**src/rtl/core/rvac_pkg.sv**
```systemverilog
// Shared types and constants for the RMS vector anomaly classifier.
package rvac_pkg;

	typedef struct packed {
		logic signed [31:0] element;
		logic               not_finite;
		logic               last_element;
	} in_item_t;

	typedef struct packed {
		logic               valid_res;
		logic signed [31:0] mean_value;
		logic [31:0]        mean_magnitude;
		logic [31:0]        rms_level;
		logic [31:0]        peak_magnitude;
		logic [31:0]        norm_score;
		logic               alarm;
		logic [5:0]         class_id;
		logic [15:0]        confidence;
	} result_t;

	typedef enum logic [1:0] {
		REG_THRESHOLD = 2'd0,
		REG_CLASSES   = 2'd1,
		REG_LENGTH    = 2'd2,
		REG_STRICT    = 2'd3
	} reg_idx_t;

	typedef enum logic [2:0] {
		BK_IDLE,
		BK_DIV,
		BK_SQRT,
		BK_MUL,
		BK_DONE
	} bk_state_t;

	typedef enum logic [1:0] {
		DV_MEAN,
		DV_MAG,
		DV_SQ,
		DV_SCORE
	} div_op_t;

	localparam logic [31:0] SCORE_ONE  = 32'd65536;
	localparam logic [15:0] CONF_FLOOR = 16'd32768;
	localparam logic [15:0] CONF_CAP   = 16'd65470;
	localparam logic [6:0]  CLASS_MAX  = 7'd64;

endpackage

```
**src/rtl/core/rvac_fifo.sv**
```systemverilog
// Two-entry register queue between the accumulating front and the arithmetic back.
module rvac_fifo #(
	parameter int WIDTH = 8
) (
	input  logic             clk,
	input  logic             arst_n,
	input  logic             push,
	input  logic [WIDTH-1:0] push_data,
	input  logic             pop,
	output logic [WIDTH-1:0] pop_data,
	output logic             full,
	output logic             empty
);
	logic [WIDTH-1:0] mem_q [2];
	logic             wr_q, rd_q;
	logic [1:0]       count_q;

	assign full     = (count_q == 2'd2);
	assign empty    = (count_q == 2'd0);
	assign pop_data = mem_q[rd_q];

	always_ff @(posedge clk) begin
		if (push) begin
			mem_q[wr_q] <= push_data;
		end
	end

	always_ff @(posedge clk or negedge arst_n) begin
		if (!arst_n) begin
			wr_q    <= 1'b0;
			rd_q    <= 1'b0;
			count_q <= 2'd0;
		end else begin
			if (push) wr_q <= ~wr_q;
			if (pop)  rd_q <= ~rd_q;
			count_q <= count_q + 2'(push) - 2'(pop);
		end
	end
endmodule

```
**src/rtl/core/rvac_front.sv**
```systemverilog
// Front end: takes one element per cycle while the queue is not full and accumulates the vector statistics.
module rvac_front import rvac_pkg::*; #(
	parameter int MAX_LENGTH = 256,
	parameter int CNT_W      = 9,
	parameter int SUM_W      = 42,
	parameter int MAG_W      = 41,
	parameter int SQ_W       = 56,
	parameter int REC_W      = 181
) (
	input  logic             clk,
	input  logic             arst_n,
	input  logic             in_valid,
	output logic             in_stall,
	input  in_item_t         in_data,
	input  logic [8:0]       expected_length,
	input  logic             strict_length,
	output logic             push,
	output logic [REC_W-1:0] push_data,
	input  logic             full
);
	logic [CNT_W-1:0]        count_q, count_n;
	logic signed [SUM_W-1:0] sum_q, sum_n;
	logic [MAG_W-1:0]        mag_q, mag_n;
	logic [SQ_W-1:0]         sq_q, sq_n;
	logic [31:0]             peak_q, peak_n;
	logic                    bad_q, bad_n;
	logic                    take, room, acc;
	logic [31:0]             mag;
	logic [63:0]             square;
	logic                    ok;

	assign in_stall = full;
	assign take     = in_valid && !full;
	assign room     = (count_q < CNT_W'(MAX_LENGTH));
	assign acc      = take && !in_data.not_finite && room;

	// The most negative code has magnitude 2^31, which still fits 32 bits.
	assign mag    = in_data.element[31] ? 32'(33'h1_0000_0000 - {1'b0, in_data.element})
	                                    : in_data.element;
	assign square = mag * mag;

	always_comb begin
		count_n = count_q;
		sum_n   = sum_q;
		mag_n   = mag_q;
		sq_n    = sq_q;
		peak_n  = peak_q;
		bad_n   = bad_q | (take & (in_data.not_finite | !room));
		if (acc) begin
			count_n = count_q + CNT_W'(1);
			sum_n   = sum_q + SUM_W'(in_data.element);
			mag_n   = mag_q + MAG_W'(mag);
			sq_n    = sq_q + SQ_W'(square[63:16]);
			if (mag > peak_q) peak_n = mag;
		end
	end

	assign ok = !bad_n && (count_n != '0)
	            && !(strict_length && (32'(count_n) != 32'(expected_length)));

	assign push      = take && in_data.last_element;
	assign push_data = {ok, count_n, sum_n, mag_n, sq_n, peak_n};

	always_ff @(posedge clk or negedge arst_n) begin
		if (!arst_n) begin
			count_q <= '0;
			sum_q   <= '0;
			mag_q   <= '0;
			sq_q    <= '0;
			peak_q  <= '0;
			bad_q   <= 1'b0;
		end else if (push) begin
			count_q <= '0;
			sum_q   <= '0;
			mag_q   <= '0;
			sq_q    <= '0;
			peak_q  <= '0;
			bad_q   <= 1'b0;
		end else if (take) begin
			count_q <= count_n;
			sum_q   <= sum_n;
			mag_q   <= mag_n;
			sq_q    <= sq_n;
			peak_q  <= peak_n;
			bad_q   <= bad_n;
		end
	end
endmodule

```
**src/rtl/core/rvac_back.sv**
```systemverilog
// Back end: divisions, square root, score, class and confidence for one vector at a time.
module rvac_back import rvac_pkg::*; #(
	parameter int CNT_W = 9,
	parameter int SUM_W = 42,
	parameter int MAG_W = 41,
	parameter int SQ_W  = 56,
	parameter int REC_W = 181
) (
	input  logic             clk,
	input  logic             arst_n,
	input  logic             empty,
	output logic             pop,
	input  logic [REC_W-1:0] pop_data,
	input  logic [31:0]      thr_level,
	input  logic [6:0]       class_count,
	output logic             out_valid,
	input  logic             out_stall,
	output result_t          out_data
);
	localparam int DVD_W  = SQ_W;
	localparam int STEP_W = $clog2(DVD_W + 1);

	bk_state_t state_q, state_n;
	div_op_t   op_q;

	logic                    rec_ok;
	logic [CNT_W-1:0]        rec_cnt;
	logic signed [SUM_W-1:0] rec_sum;
	logic [MAG_W-1:0]        rec_mag;
	logic [SQ_W-1:0]         rec_sq;
	logic [31:0]             rec_peak;

	logic              ok_q, neg_q;
	logic [31:0]       peak_q, mag_q, meanq_q, rms_q, score_q;
	logic [MAG_W-1:0]  magsum_q;
	logic [SQ_W-1:0]   sqsum_q;
	logic [STEP_W-1:0] step_q;
	logic              last_step;

	logic [DVD_W-1:0] quo_q, quo_nx;
	logic [31:0]      rem_q, rem_nx, dvs_q;
	logic [32:0]      rem_sh, diff;

	logic [63:0] v_q;
	logic [31:0] root_q, root_nx;
	logic [35:0] srem_q, srem_nx, s_sh, s_trial;

	logic [31:0] thr_eff, excess, score_dev, score_sat;
	logic [6:0]  classes;
	logic [37:0] prod_q;
	logic [22:0] cls_raw;
	logic [5:0]  cls;
	logic [16:0] conf_raw;
	logic        anomaly, out_free;
	logic [SUM_W-1:0] abs_sum;
	result_t     res;

	assign {rec_ok, rec_cnt, rec_sum, rec_mag, rec_sq, rec_peak} = pop_data;
	assign abs_sum = rec_sum[SUM_W-1] ? SUM_W'(-rec_sum) : rec_sum;

	assign thr_eff = (thr_level == '0) ? 32'd1 : thr_level;
	assign classes = (class_count == '0) ? 7'd1
	               : ((class_count > CLASS_MAX) ? CLASS_MAX : class_count);

	// Restoring division, one quotient bit per cycle.
	assign rem_sh = {rem_q, quo_q[DVD_W-1]};
	assign diff   = rem_sh - {1'b0, dvs_q};
	assign rem_nx = diff[32] ? rem_sh[31:0] : diff[31:0];
	assign quo_nx = {quo_q[DVD_W-2:0], ~diff[32]};

	// Digit-by-digit square root, two radicand bits per cycle.
	assign s_sh    = {srem_q[33:0], v_q[63:62]};
	assign s_trial = {2'b00, root_q, 2'b01};
	assign srem_nx = (s_sh >= s_trial) ? s_sh - s_trial : s_sh;
	assign root_nx = {root_q[30:0], (s_sh >= s_trial)};

	assign last_step = (step_q == STEP_W'(1));
	assign out_free  = !out_valid || !out_stall;

	assign score_sat = score_q;
	assign anomaly   = (rms_q >= thr_eff);
	assign excess    = (score_sat > SCORE_ONE) ? score_sat - SCORE_ONE : '0;
	assign cls_raw   = 23'(prod_q[37:16]) + 23'd1;
	assign cls       = (!anomaly || classes <= 7'd1) ? 6'd0
	                 : ((cls_raw > 23'(classes - 7'd1)) ? 6'(classes - 7'd1) : 6'(cls_raw));
	assign score_dev = (score_sat >= SCORE_ONE) ? score_sat - SCORE_ONE
	                                            : SCORE_ONE - score_sat;
	assign conf_raw  = 17'(CONF_FLOOR)
	                 + 17'(score_dev[31:1] > 31'(CONF_CAP) ? CONF_CAP : score_dev[16:1]);

	always_comb begin
		res = '0;
		if (ok_q) begin
			res.valid_res      = 1'b1;
			res.mean_value     = neg_q ? -meanq_q : meanq_q;
			res.mean_magnitude = mag_q;
			res.rms_level      = rms_q;
			res.peak_magnitude = peak_q;
			res.norm_score     = score_sat;
			res.alarm          = anomaly;
			res.class_id       = cls;
			res.confidence     = (conf_raw > 17'(CONF_CAP)) ? CONF_CAP : conf_raw[15:0];
		end
	end

	always_comb begin
		state_n = state_q;
		case (state_q)
			BK_IDLE: if (!empty) state_n = rec_ok ? BK_DIV : BK_DONE;
			BK_DIV:  if (last_step) begin
				if (op_q == DV_SQ)         state_n = BK_SQRT;
				else if (op_q == DV_SCORE) state_n = BK_MUL;
			end
			BK_SQRT: if (last_step) state_n = BK_DIV;
			BK_MUL:  state_n = BK_DONE;
			BK_DONE: if (out_free) state_n = BK_IDLE;
			default: state_n = BK_IDLE;
		endcase
	end

	always_comb begin
		pop = (state_q == BK_IDLE) && !empty;
	end

	always_ff @(posedge clk or negedge arst_n) begin
		if (!arst_n) begin
			state_q   <= BK_IDLE;
			out_valid <= 1'b0;
		end else begin
			state_q <= state_n;
			if (state_q == BK_DONE && out_free) out_valid <= 1'b1;
			else if (!out_stall)                out_valid <= 1'b0;
		end
	end

	always_ff @(posedge clk) begin
		case (state_q)
			BK_IDLE: if (!empty) begin
				ok_q     <= rec_ok;
				neg_q    <= rec_sum[SUM_W-1];
				peak_q   <= rec_peak;
				magsum_q <= rec_mag;
				sqsum_q  <= rec_sq;
				op_q     <= DV_MEAN;
				quo_q    <= DVD_W'(abs_sum);
				rem_q    <= '0;
				dvs_q    <= 32'(rec_cnt);
				step_q   <= STEP_W'(DVD_W);
			end
			BK_DIV: begin
				if (!last_step) begin
					quo_q  <= quo_nx;
					rem_q  <= rem_nx;
					step_q <= step_q - STEP_W'(1);
				end else begin
					rem_q <= '0;
					case (op_q)
						DV_MEAN: begin
							meanq_q <= quo_nx[31:0];
							op_q    <= DV_MAG;
							quo_q   <= DVD_W'(magsum_q);
							step_q  <= STEP_W'(DVD_W);
						end
						DV_MAG: begin
							mag_q  <= quo_nx[31:0];
							op_q   <= DV_SQ;
							quo_q  <= DVD_W'(sqsum_q);
							step_q <= STEP_W'(DVD_W);
						end
						DV_SQ: begin
							v_q    <= {quo_nx[47:0], 16'h0000};
							srem_q <= '0;
							root_q <= '0;
							step_q <= STEP_W'(32);
						end
						default: begin
							score_q <= (quo_nx > DVD_W'(32'hFFFF_FFFF)) ? 32'hFFFF_FFFF
							                                          : quo_nx[31:0];
						end
					endcase
				end
			end
			BK_SQRT: begin
				if (!last_step) begin
					v_q    <= {v_q[61:0], 2'b00};
					srem_q <= srem_nx;
					root_q <= root_nx;
					step_q <= step_q - STEP_W'(1);
				end else begin
					rms_q  <= root_nx;
					op_q   <= DV_SCORE;
					quo_q  <= DVD_W'({root_nx, 16'h0000});
					rem_q  <= '0;
					dvs_q  <= thr_eff;
					step_q <= STEP_W'(DVD_W);
				end
			end
			BK_MUL: prod_q <= 38'(excess * 6'(classes - 7'd1));
			BK_DONE: if (out_free) out_data <= res;
			default: ;
		endcase
	end
endmodule

```
**src/rtl/core/rms_vector_anomaly_classifier.sv**
```systemverilog
// Top level of the RMS vector anomaly classifier with its register port.
// Usage:
//  Elements arrive on the in channel (in_valid, in_stall, in_data), one request per
//  cycle while in_stall is low. The request with last_element set closes the vector.
//  Each closed vector yields one result request on the out channel (out_valid,
//  out_stall, out_data); valid_res is low with all other fields zero when the vector
//  held no element or a non-finite element, ran past MAX_LENGTH or failed the
//  strict length check. Valid vectors pass through one shared one-bit-per-cycle
//  divider of width W = 47 + clog2(MAX_LENGTH+1); invalid vectors skip the arithmetic.
//  Elements are taken at one per cycle while in_stall is low; a two-entry queue holds
//  closed vectors while the back end works, so vectors that close faster than the
//  back end finishes them make the input stall.
//  A stalled result is held in the output register; the back end then waits and the
//  queue fills before the input stalls.
//  Reset clears the accumulators, the queue and out_valid; registers return to
//  threshold 1.0, two classes, expected length 16 and strict mode off.
//  The user must write registers over the APB port only while the block is idle; the block does not enforce this.
module rms_vector_anomaly_classifier import rvac_pkg::*; #(
	parameter int MAX_LENGTH = 256
) (
	input  logic        clk,
	input  logic        arst_n,
	input  logic        in_valid,
	output logic        in_stall,
	input  in_item_t    in_data,
	output logic        out_valid,
	input  logic        out_stall,
	output result_t     out_data,
	input  logic        psel,
	input  logic        penable,
	input  logic        pwrite,
	input  logic [3:0]  paddr,
	input  logic [31:0] pwdata,
	output logic [31:0] prdata,
	output logic        pready
);
	localparam int CNT_W = $clog2(MAX_LENGTH + 1);
	localparam int SUM_W = 33 + CNT_W;
	localparam int MAG_W = 32 + CNT_W;
	localparam int SQ_W  = 47 + CNT_W;
	localparam int REC_W = 1 + CNT_W + SUM_W + MAG_W + SQ_W + 32;

	logic [31:0] threshold_q;
	logic [6:0]  classes_q;
	logic [8:0]  length_q;
	logic        strict_q;
	reg_idx_t    idx;

	logic             push, pop, full, empty;
	logic [REC_W-1:0] push_data, pop_data;

	assign pready = 1'b1;
	assign idx    = reg_idx_t'(paddr[3:2]);

	always_ff @(posedge clk or negedge arst_n) begin
		if (!arst_n) begin
			threshold_q <= 32'd65536;
			classes_q   <= 7'd2;
			length_q    <= 9'd16;
			strict_q    <= 1'b0;
		end else if (psel && penable && pwrite) begin
			case (idx)
				REG_THRESHOLD: threshold_q <= pwdata;
				REG_CLASSES:   classes_q   <= pwdata[6:0];
				REG_LENGTH:    length_q    <= pwdata[8:0];
				REG_STRICT:    strict_q    <= pwdata[0];
				default: ;
			endcase
		end
	end

	always_comb begin
		case (idx)
			REG_THRESHOLD: prdata = threshold_q;
			REG_CLASSES:   prdata = 32'(classes_q);
			REG_LENGTH:    prdata = 32'(length_q);
			REG_STRICT:    prdata = 32'(strict_q);
			default:       prdata = '0;
		endcase
	end

	rvac_front #(
		.MAX_LENGTH(MAX_LENGTH), .CNT_W(CNT_W), .SUM_W(SUM_W),
		.MAG_W(MAG_W), .SQ_W(SQ_W), .REC_W(REC_W)
	) u_front (
		.clk, .arst_n, .in_valid, .in_stall, .in_data,
		.expected_length(length_q), .strict_length(strict_q),
		.push, .push_data, .full
	);

	rvac_fifo #(.WIDTH(REC_W)) u_fifo (
		.clk, .arst_n, .push, .push_data, .pop, .pop_data, .full, .empty
	);

	rvac_back #(
		.CNT_W(CNT_W), .SUM_W(SUM_W), .MAG_W(MAG_W), .SQ_W(SQ_W), .REC_W(REC_W)
	) u_back (
		.clk, .arst_n, .empty, .pop, .pop_data,
		.thr_level(threshold_q), .class_count(classes_q),
		.out_valid, .out_stall, .out_data
	);

	a_invalid_zero: assert property (@(posedge clk) disable iff (!arst_n)
		out_valid && !out_data.valid_res |-> out_data.rms_level == '0
		&& out_data.class_id == '0 && out_data.confidence == '0)
		else $error("invalid result carries non-zero fields");

	a_conf_range: assert property (@(posedge clk) disable iff (!arst_n)
		out_valid && out_data.valid_res |-> out_data.confidence >= CONF_FLOOR
		&& out_data.confidence <= CONF_CAP)
		else $error("confidence out of range");

	a_normal_class: assert property (@(posedge clk) disable iff (!arst_n)
		out_valid && out_data.valid_res && !out_data.alarm |-> out_data.class_id == '0)
		else $error("normal vector given a fault class");

	a_no_overflow: assert property (@(posedge clk) disable iff (!arst_n)
		full |-> !push)
		else $error("queue written while full");
endmodule
```
**config.mk**
```make
export PLATFORM = sky130hd
export DESIGN_NAME = rms_vector_anomaly_classifier
export DESIGN_NICKNAME = d
export VERILOG_FILES = /design/src/rtl/core/rvac_pkg.sv /design/src/rtl/core/rvac_fifo.sv /design/src/rtl/core/rvac_front.sv /design/src/rtl/core/rvac_back.sv /design/src/rtl/core/rms_vector_anomaly_classifier.sv
export SDC_FILE = /design/constraint.sdc
export NUM_CORES = 2
export LEC_CHECK = 0
export BUFFER_PORTS_ARGS = -buffer_cell sky130_fd_sc_hd__buf_4
export CORE_AREA = 2 2 453 342
export CTS_CLUSTER_DIAMETER = 60
export DETAILED_ROUTE_END_ITERATION = 10
export DIE_AREA = 0 0 455 344
export GPL_TIMING_DRIVEN = 0
export PLACE_DENSITY = 0.92
export SYNTH_ARGS = -nofsm -noshare
export SYNTH_HDL_FRONTEND = slang
export SYNTH_SLANG_ARGS = --single-unit
```
**constraint.sdc**
```tcl
create_clock -name clk -period 35 [get_ports clk]
set_input_delay 5.25 -clock clk [delete_from_list [all_inputs] [get_ports clk]]
set_output_delay 5.25 -clock clk [all_outputs]
set_load 0.05 [all_outputs]
```
## Word level (Yosys, flattened, before mapping)

Memories as Yosys holds them, arrays and structs flattened.
Index checks and enable logic that the tools add are counted.

| cells by class | value |
|---|---|
| add/subtract/negate cells | 18 |
| multipliers | 2 |
| bitwise operators | 9 |
| $lt $le $gt $ge | 12 |
| equality and inequality tests | 24 |
| reductions and logical operators | 54 |
| muxes and demuxes | 80 |

Operators with widths:

| operator | count |
|---|---|
| 32-bit 2-to-1 mux | 18 |
| 56-bit 2-to-1 mux | 6 |
| 64-bit 2-to-1 mux | 3 |
| 184-bit 2-to-1 mux | 1 |
| 42-bit 2-to-1 mux | 4 |
| 56-bit case mux with 3 select lines | 1 |
| 34-bit 2-to-1 mux | 4 |
| 32-bit case mux with 2 select lines | 2 |
| 32-bit case mux with 4 select lines | 1 |
| 64-bit case mux with 2 select lines | 1 |
| 41-bit 2-to-1 mux | 3 |
| 56-bit case mux with 2 select lines | 1 |
| 32-bit case mux with 3 select lines | 1 |
| 34-bit case mux with 2 select lines | 1 |
| 32-bit by 32-bit multiplier with 64-bit output | 1 |
| 56-bit by 48-bit adder with 56-bit output | 1 |
| 56-bit by 32-bit greater-than comparator with 1-bit output (second input constant) | 1 |
| 42-bit by 32-bit adder with 42-bit output | 1 |
| 42-bit negation | 1 |
| 41-bit by 32-bit adder with 41-bit output | 1 |
| 32-bit by 6-bit multiplier with 38-bit output | 1 |
| 36-bit by 34-bit >= comparator with 1-bit output | 1 |
| 34-bit subtractor | 1 |
| 33-bit by 32-bit subtractor with 33-bit output | 1 |
| 64 further kinds | 142 |

| word-level totals | value |
|---|---|
| memory bits (writable) | 362 |
| memories | 1 |
| register bits after elaboration | 977 |
| word-level logic and storage cells | 243 |
| output and inout bits | 219 |

Memory list:

| memory | depth | bits a word | rd ports | clocked after memory_dff | wr ports | RTL line | text |
|---|---|---|---|---|---|---|---|
| u_fifo.mem_q | 2 | 181 | 1 | 0 | 1 | rvac_fifo.sv:14 | `logic [WIDTH-1:0] mem_q [2];` |

## Logic depth before layout (Yosys ltp)

| depth | value |
|---|---|
| word-level depth | 10 |
| gate-level depth with buffers | 53 |
| depth with buffers taken out | 50 |

## Modules after synthesis

Synthesis repeated with hierarchy kept, for this count alone.

| second synthesis, totals | value |
|---|---|
| cell total of the unflattened synthesis | 9,535 |
| area, all modules | 100,345.0 um^2 |

By module, submodules not included:

| module | area an instance (um^2) | seq. area each (um^2) | cells an instance | times used |
|---|---|---|---|---|
| rvac_front | 44,914.3 | 4,529.3 | 5,266 | 1 |
| rvac_back | 39,771.9 | 21,330.5 | 3,528 | 1 |
| rvac_fifo | 13,367.8 | 10,970.5 | 578 | 1 |
| rms_vector_anomaly_classifier | 2,290.9 | 1,229.9 | 163 | 1 |

## Least setup slack after synthesis

No wires, ideal clock.

| timing path | value |
|---|---|
| path type | register to register |
| from | register u_back.state_q[0] |
| to | register u_back.quo_q[0], enable pin |
| stages on the path, launching flop included | 5 |
| library setup time | 470 ps |
| arrival | 17,007 ps |
| setup slack | 17,523 ps |
| cell sequence | dfrtp_1 clkbuf_1 nor4_1 nor2_1 nor2_1 |

| on the way | value |
|---|---|
| longest elaborated chain between the ends | 3 |

Ends and longest elaborated chain:

| item | RTL line | text |
|---|---|---|
| start, declared | rvac_back.sv:23 | `bk_state_t state_q, state_n;` |
| start signal, assigned | rvac_back.sv:130 | `state_q <= state_n;` |
| 3-bit by 1-bit equality test with 1-bit output, or another cell as far along | rvac_back.sv:137 | `case (state_q)` |
| 4-bit != test (no source line), or another cell as far along | -- |  |
| 4-bit AND reduction (no source line) * | -- |  |
| end signal, assigned | rvac_back.sv:145 | `quo_q <= DVD_W'(abs_sum);` |
| end signal, assigned | rvac_back.sv:152 | `quo_q <= quo_nx;` |
| end signal, assigned | rvac_back.sv:161 | `quo_q <= DVD_W'(magsum_q);` |
| end, declared | rvac_back.sv:40 | `logic [DVD_W-1:0] quo_q, quo_nx;` |

Every way passes the cells marked *; elsewhere a longest branch is shown, timed or not.
A chain may end at the register's enable or synchronous reset.

## Worst setup path after layout

| timing path | value |
|---|---|
| from | input in_data[2] in the netlist's numbering |
| to | register u_front.sq_q[55] |

| on the way | value |
|---|---|
| longest elaborated chain between the ends | 7 |

Ends and longest elaborated chain:

| item | RTL line | text |
|---|---|---|
| start, declared | rms_vector_anomaly_classifier.sv:25 | `input in_item_t in_data,` |
| 1-bit by 32-bit subtractor with 32-bit output | rvac_front.sv:38 | `assign mag = in_data.element[31] ? 32'(33'h1_0000_0000 - {1'b0, in_data.element})` |
| 32-bit 2-to-1 mux * | rvac_front.sv:38 |  |
| 32-bit by 32-bit multiplier with 64-bit output * | rvac_front.sv:40 | `assign square = mag * mag;` |
| 56-bit by 48-bit adder with 56-bit output * | rvac_front.sv:53 | `sq_n = sq_q + SQ_W'(square[63:16]);` |
| 56-bit 2-to-1 mux * | rvac_front.sv:49 | `if (acc) begin` |
| named net push_data[87] | rms_vector_anomaly_classifier.sv:50 | `logic [REC_W-1:0] push_data, pop_data;` |
| 56-bit 2-to-1 mux * | rvac_front.sv:79 | `end else if (take) begin` |
| 56-bit 2-to-1 mux * | rvac_front.sv:72 | `end else if (push) begin` |
| end signal, assigned | rvac_front.sv:83 | `sq_q <= sq_n;` |
| end, declared | rvac_front.sv:24 | `logic [SQ_W-1:0] sq_q, sq_n;` |

The timed path passes the listed nets; every way through them passes the cells marked *. The select of a mux whose other input is x is not followed.

==> results.yml <==
synth:
  synth_edf_count: 1069
  yosysUniqueCellTypes: 95
  synthFlopType: "edfxtp_1"
  ys_warn_count: 0
  syn_area_per_cell_um2: 10.59
  syn-cell-area_um2: 98350
  ys_seq_area_share_pct: 38.70
  synth_seq_cells: 1307
  synthArstFlopShare_pct: 18.21
  syn-instance-count: 9288
sta:
  rsz0062_at_grt: "false"
  worstMarginPinSlew_ns: 1.657
  setup_viol: 0
  maxSlewHeadroom_pct: -10.45
  skew_ns: 0.04821
  tns_ns: 0
  maxSlewViolCount: 102
  period_share_pct: 60.86
  fin_crit_ns: 21.30
  fmaxAchievable_mhz: 46.94
  hold_viol: 0
routing:
  via_per_inst: 6.420
  dr.pass1.iters: 11
  drt_iter0_markers: 10800
  wl_per_cell_um: 26.23
  vias: 76730
  routed_wl_mm: 313.5
  drc: 4
  ant_nets: 0
setup_path:
  critPathArrivalTime_ns: 22.02
  path_buf_inv: 9
  cp_data_required_time_ns: 35.72
  crit_family: "adder cells"
  startpoint_type: "primary input"
  path_max_fanout: 12
  slowest_delay_ns: 1.12
  end_kind: "flip-flop"
  slowest_stage: "clkinv_1"
  cp_common_cell: "fa_1"
  critical_path_class: "primary input to flip-flop"
run_status:
  violations: "DRC, capacitance limit, slew limit"
  status: "complete, but fails checks"
flow_run:
  maxCapViolCount: 11
clock_network:
  clock-sinks: 1307
  root_buffer: "clkbuf_16"
  clock_latency_ns: 0.78
  cts-resized-gates: 0
  clock_path_buffers: 3
  htreeDepth: 4
  cts.reportedPaths.clkPinSlew_ns: 0.07
  post_cts_buffers: 0
  hold_buffers: 0
  cts_buffers: 130
  cts_tree: "yes"
floorplanning:
  dieArea_um2: 156500
  core_area_um2: 151900
  initial_core_util_pct: 64.75
  ios: 296
  num_rows: 124
  die_x_um: 455
  fp.dieH_um: 344
grt:
  antenna_found_initial: 17
  grtUsageMet2_pct: 58.96
  grt_pass1_vias: 76860
  grt.overflow.total: 0
  grt_pass1_wl_mm: 464.1
  grt.met3_usage_pct: 15.13
  track_usage_pct: 39.84
  top_usage_layer: "met2"
  grt_max_degree: 114
  globalRouteMet1Util_pct: 50.30
layout:
  nets: 11420
  syn_to_final_growth_pct: 10.74
  drive_gt1_share_pct: 8.338
place:
  gp_congestion: 1.066
  dp_hpwl_mm: 237.3
  portBuffers: 290
hold_path:
  hp-class: "flip-flop to flip-flop"
-- worst paths after layout --
kind                       slack (ns)                 to               from  cells past startpoint
min                              0.45   u_back.rms_q[18]  u_back.root_q[17]                      0
max                             13.70   u_front.sq_q[55]         in_data[2]                     50
min in group asynchronous        4.36   u_front.sq_q[41]             arst_n                      1
min reg2reg                      0.45   u_back.rms_q[18]  u_back.root_q[17]                      0
max in group asynchronous       29.26   u_front.sum_q[9]             arst_n                      3
max reg2reg                     25.75  u_back.prod_q[37]       classes_q[6]                     29
-- cell type report --
| cell class | instances | area [um2] |
|---|---|---|
| Timing Repair Buffer | 348 | 3083 |
| Multi-Input combinational cell | 6282 | 54050 |
| Clock inverter | 71 | 974.7 |
| Fill cell | 9836 | 42980 |
| Antenna cell | 17 | 42.54 |
| Inverter | 1377 | 5169 |
| Clock buffer | 170 | 3565 |
| Tap cell | 2016 | 2522 |
| Buffer | 364 | 1445 |
| Sequential cell | 1307 | 38060 |
-- cell usage after synthesis (64+ instances only) --
cell,number,area [um2]
a21oi_1,368,1842
a31oi_1,64,400.4
or3_1,73,456.7
mux2_2,156,1757
ha_1,603,7545
mux2i_1,125,1251
a22o_1,160,1401
clkbuf_1,303,1137
a21o_1,176,1321
inv_1,1357,5094
dfrtp_1,235,5881
xnor2_1,251,2198
edfxtp_1,1069,32100
nand4_1,68,425.4
o21ai_0,322,1612
nor2b_1,64,400.4
nor3_1,141,705.7
xor2_1,178,1559
fa_1,934,18700
nor2_1,677,2541
nand3_1,72,360.4
and2_1,158,988.5
nand2_1,1132,4249
-- stage by stage --
stage / instances / cell area (um2) / setup WS [ns] / util (%) / hold slack [ns]
floorplan: 9330 / 98510 / 17.52 / - / 0.4244
global placement: 11640 / 103200 / 8.450 / 67.95 / 0.4326
detailed placement: 11690 / 104300 / 13.72 / 68.64 / 0.4347
CTS: 11930 / 108800 / 14.40 / 71.63 / 0.4506
global route: 11940 / 108900 / 13.58 / 71.68 / 0.4695
finish: 11950 / 108900 / 13.70 / 71.70 / 0.4536
-- routing by layer --
| metal | routed length (um) | share of wire, % |
|---|---|---|
| met1 | 107000 | 34 |
| met2 | 135000 | 43 |
| met3 | 48370 | 15 |
| met4 | 22820 | 7.3 |
| met5 | 261 | 0.083 |
-- registers in the layout, indices dropped and copies added (netlist names), 9 cells and up --
register / count
u_fifo.mem_q: 362
u_back.out_data: 184
u_back.quo_q: 56
u_back.sqsum_q: 56
u_front.sq_q: 56
u_back.v_q: 48
u_front.sum_q: 42
u_back.magsum_q: 41
u_front.mag_q: 41
u_back.srem_q: 34
threshold_q: 32
u_back.dvs_q: 32
u_back.mag_q: 32
u_back.meanq_q: 32
u_back.peak_q: 32
u_back.rem_q: 32
u_back.rms_q: 32
u_back.root_q: 32
u_back.score_q: 32
u_front.peak_q: 32
u_back.prod_q: 22
length_q: 9
u_front.count_q: 9
-- layout by cell type (no fill, tap or decap), types with 246 or more instances in the layout --
cell type,count
xnor2_1,246
o21ai_0,321
nor2_1,673
fa_1,934
a21oi_1,366
edfxtp_1,1069
nand2_1,1132
inv_1,1357
ha_1,603
clkbuf_1,315
buf_4,313
-- cells by family (layout without fill, tap and decap cells) --
group,Yosys count,after routing,share of synthesized area (%)
other cells,2,61,0.007636
flops,1307,1307,38.70
mux,282,282,3.081
buf+inv,1741,2330,6.706
fa+ha+maj,1537,1537,26.68
xor+xnor,431,431,3.854
simple gates,2580,2580,11.65
compound gates,1408,1408,9.322
Power is not shown: default switching activity piles up to over one toggle a cycle in this logic, so the estimate is an artifact.
